[src/rtl/core/esc_pkg.sv]
`timescale 1ns / 1ps

package esc_pkg;

    localparam int CFG_IDX_W = 3;
    localparam int CFG_DATA_W = 64;

    localparam logic [CFG_IDX_W-1:0] CFG_TEMP_COEFFS  = 3'd0;
    localparam logic [CFG_IDX_W-1:0] CFG_PRESS_LOW    = 3'd1;
    localparam logic [CFG_IDX_W-1:0] CFG_PRESS_HIGH   = 3'd2;
    localparam logic [CFG_IDX_W-1:0] CFG_PRESS_NINE   = 3'd3;
    localparam logic [CFG_IDX_W-1:0] CFG_HUM_COEFFS   = 3'd4;
    localparam logic [CFG_IDX_W-1:0] CFG_HUM_PRESENT  = 3'd5;

    localparam int DIV_STEPS = 64;

    localparam logic [31:0] TEMP_X_OFFSET  = 32'd128000;
    localparam logic [31:0] HUM_T_OFFSET   = 32'd76800;
    localparam logic [31:0] HUM_CLAMP_MAX  = 32'd419430400;
    localparam logic [15:0] PRESS_SCALE    = 16'd3125;

    typedef struct packed {
        logic [19:0] raw_pressure;
        logic [19:0] raw_temperature;
        logic [15:0] raw_humidity;
    } in_t;

    typedef struct packed {
        logic signed [31:0] temperature_centi;
        logic [31:0]        pressure_q24_8;
        logic [16:0]        humidity_q22_10;
    } out_t;

    typedef struct packed {
        logic [31:0] tf;
        logic [31:0] temp;
        logic [19:0] rp;
        logic [15:0] rh;
    } temp_res_t;

    typedef struct packed {
        logic [31:0] tf;
        logic [31:0] temp;
        logic [19:0] rp;
        logic [16:0] hum;
    } hum_res_t;

    typedef struct packed {
        logic [63:0] n;
        logic [63:0] d;
        logic [31:0] temp;
        logic [16:0] hum;
    } pre_res_t;

    typedef struct packed {
        logic [63:0] q;
        logic        dz;
        logic [31:0] temp;
        logic [16:0] hum;
    } div_res_t;

    function automatic logic [31:0] asr32(logic [31:0] v, logic [4:0] s);
        logic signed [31:0] sv;
        sv = v;
        sv = sv >>> s;
        return sv;
    endfunction

    function automatic logic [63:0] asr64(logic [63:0] v, logic [5:0] s);
        logic signed [63:0] sv;
        sv = v;
        sv = sv >>> s;
        return sv;
    endfunction

    // 64 x 16 unsigned, low 64 bits, from two 32 x 16 partial products
    function automatic logic [63:0] mul64u16(logic [63:0] a, logic [15:0] b);
        logic [47:0] pl;
        logic [47:0] ph;
        pl = a[31:0] * b;
        ph = a[63:32] * b;
        return {16'd0, pl} + {ph[31:0], 32'd0};
    endfunction

    function automatic logic [63:0] mul64s16(logic [63:0] a, logic [15:0] b);
        logic [63:0] corr;
        corr = b[15] ? {a[47:0], 16'd0} : 64'd0;
        return mul64u16(a, b) - corr;
    endfunction

endpackage

[src/rtl/core/esc_temp.sv]
`timescale 1ns / 1ps

module esc_temp (
    input  logic                aclk,
    input  logic                aresetn,
    input  logic                en,
    input  logic                in_valid,
    input  esc_pkg::in_t        in_data,
    input  logic [47:0]         temperature_coeffs,
    output logic                out_valid,
    output esc_pkg::temp_res_t  out_data
);

    logic [31:0] t1;
    logic [31:0] t2;
    logic [31:0] t3;
    logic [4:0]  v_reg;
    logic [35:0] side_reg [0:3];
    logic [31:0] a_reg, b_reg;
    logic [31:0] m1_reg, m2_reg;
    logic [31:0] m1s_reg, m3_reg;
    logic [31:0] tf_reg;
    esc_pkg::temp_res_t out_reg;
    esc_pkg::temp_res_t out_next;

    assign t1 = {16'd0, temperature_coeffs[15:0]};
    assign t2 = {{16{temperature_coeffs[31]}}, temperature_coeffs[31:16]};
    assign t3 = {{16{temperature_coeffs[47]}}, temperature_coeffs[47:32]};

    always_comb begin
        out_next.tf   = tf_reg;
        out_next.temp = esc_pkg::asr32(tf_reg * 32'd5 + 32'd128, 5'd8);
        out_next.rp   = side_reg[3][35:16];
        out_next.rh   = side_reg[3][15:0];
    end

    always_ff @(posedge aclk) begin
        if (!aresetn) begin
            v_reg <= '0;
        end else if (en) begin
            v_reg <= {v_reg[3:0], in_valid};
        end
    end

    always_ff @(posedge aclk) begin
        if (en) begin
            a_reg <= {15'd0, in_data.raw_temperature[19:3]} - {t1[30:0], 1'b0};
            b_reg <= {16'd0, in_data.raw_temperature[19:4]} - t1;
            side_reg[0] <= {in_data.raw_pressure, in_data.raw_humidity};

            m1_reg <= a_reg * t2;
            m2_reg <= b_reg * b_reg;
            side_reg[1] <= side_reg[0];

            m1s_reg <= esc_pkg::asr32(m1_reg, 5'd11);
            m3_reg  <= esc_pkg::asr32(m2_reg, 5'd12) * t3;
            side_reg[2] <= side_reg[1];

            tf_reg <= m1s_reg + esc_pkg::asr32(m3_reg, 5'd14);
            side_reg[3] <= side_reg[2];

            out_reg <= out_next;
        end
    end

    assign out_valid = v_reg[4];
    assign out_data  = out_reg;

endmodule

[config.mk]
export PLATFORM = sky130hd
export DESIGN_NAME = esc_temp
export DESIGN_NICKNAME = d
export VERILOG_FILES = /design/src/rtl/core/esc_pkg.sv /design/src/rtl/core/esc_temp.sv
export SDC_FILE = /design/constraint.sdc
export NUM_CORES = 2
export LEC_CHECK = 0
export ABC_AREA = 1
export BUFFER_PORTS_ARGS = -buffer_cell sky130_fd_sc_hd__buf_2
export CAP_MARGIN = 20
export CORE_MARGIN = 8
export CORE_UTILIZATION = 59
export DETAILED_ROUTE_END_ITERATION = 7
export HOLD_SLACK_MARGIN = 0.12
export PLACE_DENSITY = 0.8
export SYNTH_ARGS = -nofsm -noshare
export SYNTH_HDL_FRONTEND = slang
export SYNTH_SLANG_ARGS = --single-unit
[constraint.sdc]
create_clock -name aclk -period 6.7 [get_ports aclk]
set_input_delay 0.335 -clock aclk [delete_from_list [all_inputs] [get_ports aclk]]
set_output_delay 0.335 -clock aclk [all_outputs]
set_load 0.05 [all_outputs]
==> impl_metrics.json <==
{
  "path_delay_family": "adder cells",
  "root_buffer": "clkbuf_16",
  "reg2reg_to": "m2_reg[29]",
  "maxCapViolations": 0,
  "fmax_mhz": 150,
  "ff2ff_path_depth": 23,
  "outcome": "finished, final reports clean",
  "gp_congestion": 0.931,
  "fill_cells": 6181,
  "r2r_slack_ns": 0.04,
  "grt_max_degree": 153,
  "synth.distinct_cells": 46,
  "rsz0062_at_grt": "yes",
  "clk_latency_ns": 0.58,
  "critPathLaunch": "a_reg[30]",
  "critPathMaxStageDelay_ns": 0.63,
  "top_level_ports": 209,
  "placed_area_sq_um": 50400,
  "critical_path_arrival_ns": 6.99,
  "nNetsFinal": 6801,
  "worst_pin_slew_ns": 1.01,
  "drive_above_1_share_pct": 9.11,
  "rows": 104,
  "gr-total-overflow": 0,
  "crit_end": "m2_reg[29]",
  "crit_chain": "buf_12 -> nand2_4 -> fa_2 -> buf_12 -> buf_4 -> fa_2 -> inv_2 -> fa_1 -> fa_1 -> fa_1 -> fa_1 -> fa_1 -> fa_1 -> ha_4 -> buf_4 -> nand2_2 -> nor2_2 -> a21oi_1 -> o21ai_1 -> a31oi_2 -> nand2_1 -> nand2_1 -> nand2_1",
  "initial_utilization_pct": 59.5,
  "r2r_start": "a_reg[30]",
  "drcViolationCount": 0,
  "vias_per_cell": 5.28,
  "grt_pass1_wl_microns": 182000,
  "synth_edf_count": 346,
  "dr.first_iter.drc_count": 2436,
  "endpoint_kind": "flop",
  "hold_violations": 0,
  "num_vias": 34500,
  "syn-cell-area_sq_um": 48000,
  "portBuffers": 205,
  "core-area_sq_um": 80500,
  "grt_pass1_vias": 36600,
  "dp_slack_ns": -0.0587,
  "async_flop_share_pct": 0,
  "drt_first_pass_iters": 6,
  "die_x_microns": 301,
  "critPathKind": "reg -> reg",
  "layout_commonest_cell": "inv_1",
  "syn_inst": 5202,
  "drt-total-wl_microns": 112000,
  "fin_hold_ws_ns": 0.150,
  "cp_common_cell": "fa_1",
  "die_area_sq_um": 90700,
  "clkTransAtPathRegs_ns": 0.06,
  "fin_skew_ns": 0.0444,
  "fin_util_pct": 65.4,
  "cts_tree": "yes",
  "path_max_fanout": 8,
  "syn_to_final_growth_pct": 9.88,
  "critPathLaunchType": "flop",
  "synth-seq-area-share_pct": 21.9,
  "synth_nets": 6563,
  "crit_required_ns": 7.03,
  "postLayoutSetupSlackWorst_ns": 0.0415,
  "grt.total_usage_pct": 24.8,
  "cts_buffers": 37,
  "critPathSlowestCell": "fa_1",
  "yosysWarnings": 0,
  "synthFlopType": "edfxtp_1",
  "antenna_found_initial": 6,
  "largest_reg_flops": 144,
  "post-route-min-period_ns": 6.66,
  "slew_headroom_pct": 32.8,
  "worstSetupPathDepth": 23,
  "clock_sinks": 351,
  "fin_crit_sh_pct": 99.4,
  "cts_max_level": 2,
  "cts.path.max_buffers": 3,
  "ys_ff_latch": 351,
  "ant_nets": 0,
  "die_h_microns": 301,
  "wl_per_cell_microns": 17.1,
  "hp-class": "in -> reg",
  "fin_area_sq_um": 52700,
  "path_buf_inv": 5,
  "finalSetupViolCount": 0,
  "synth_area_per_cell_sq_um": 9.22,
  "final_cell_mix": "inv_1, nand2_1, fa_1",
  "drv_slew": 0,
  "hpwl_microns": 90800
}
metal layers:
layer | wire [microns] | global-route usage (%) | vias to the layer above
met5 | 13 | 0 | -
met4 | 3840 | 7.89 | 2
met3 | 8160 | 3.43 | 275
met2 | 56900 | 44.1 | 1303
met1 | 42700 | 31.4 | 17000
li1 | - | - | 15900
worst min-delay path by stage:
stage / from / to / slack, ns / cells past startpoint
after floorplan: m1_reg[11] / m1s_reg[0] / 0.40 / 0
after global placement: side_reg[1][26] / side_reg[2][26] / 0.40 / 0
after detailed placement: m1_reg[29] / m1s_reg[18] / 0.40 / 0
after CTS: temperature_coeffs[0] / a_reg[1] / 0.12 / 3
after global routing: temperature_coeffs[0] / a_reg[1] / 0.14 / 3
final: temperature_coeffs[0] / a_reg[1] / 0.15 / 3
cells in the mapped netlist, types with 19 or more instances:
cell type  count  area share, %
a21o_1        19           0.30
a21oi_1      163            1.7
buf_1         22           0.17
buf_4         23           0.36
clkbuf_1     116           0.91
edfxtp_1     346             22
fa_1         871             36
ha_1         382             10
inv_1       1460             11
nand2_1     1127            8.8
nand3_1      102            1.1
nor2_1       173            1.4
nor3_1        22           0.23
o21ai_0       89           0.93
xnor2_1       45           0.82
xor2_1        91            1.7
through the flow:
| stage | cells | setup TNS [ns] |
|---|---|---|
| floorplan | 5202 | 0 |
| global placement | 6390 | 0 |
| detailed placement | 6390 | -0.0860 |
| CTS | 6495 | 0 |
| global route | 6530 | -1.16 |
| finish | 6532 | 0 |
tightest hold or removal path, cell delays in order:
cell and delay, ns:
buf_2 0.08, ha_1 0.12, inv_1 0.04
kinds of logic (layout without fill, tap and decap cells):
logic type      count (synthesis)  after routing  share of synthesized area, %
buf+inv                      1630           1894                          13.0
simple gates                 1489           1489                          12.4
xor+xnor                      136            136                          2.48
compound gates                343            343                          3.99
flops                         351            351                          21.9
fa+ha+maj                    1253           1253                          46.3
other cells                     0              6                             0
timing repair:
| item | CTS | global route |
|---|---|---|
| pin swaps | 0 | 55 |
| endpoints found under the hold margin | 42 | 0 |
| cloned | 0 | 1 |
| buffers inserted | 0 | 30 |
| resized for setup | 6 | 118 |
| endpoints found under the setup margin | 5 | 16 |
| hold buffers | 40 | 0 |
final cells by class:
class / count / area, sq um / share of cell area [%]
Inverter: 1464 / 5500 / 10.4
Clock buffer: 48 / 998 / 1.89
Clock inverter: 17 / 198 / 0.375
Sequential cell: 351 / 10500 / 19.9
Antenna cell: 6 / 15.0 / 0.0285
Tap cell: 1060 / 1330 / 2.52
Timing Repair Buffer: 365 / 2500 / 4.75
Multi-Input combinational cell: 3221 / 31700 / 60.1
Power is left out: the tool's default activity adds up to more than one toggle a clock period on the data nets, which glitch-free logic cannot reach.
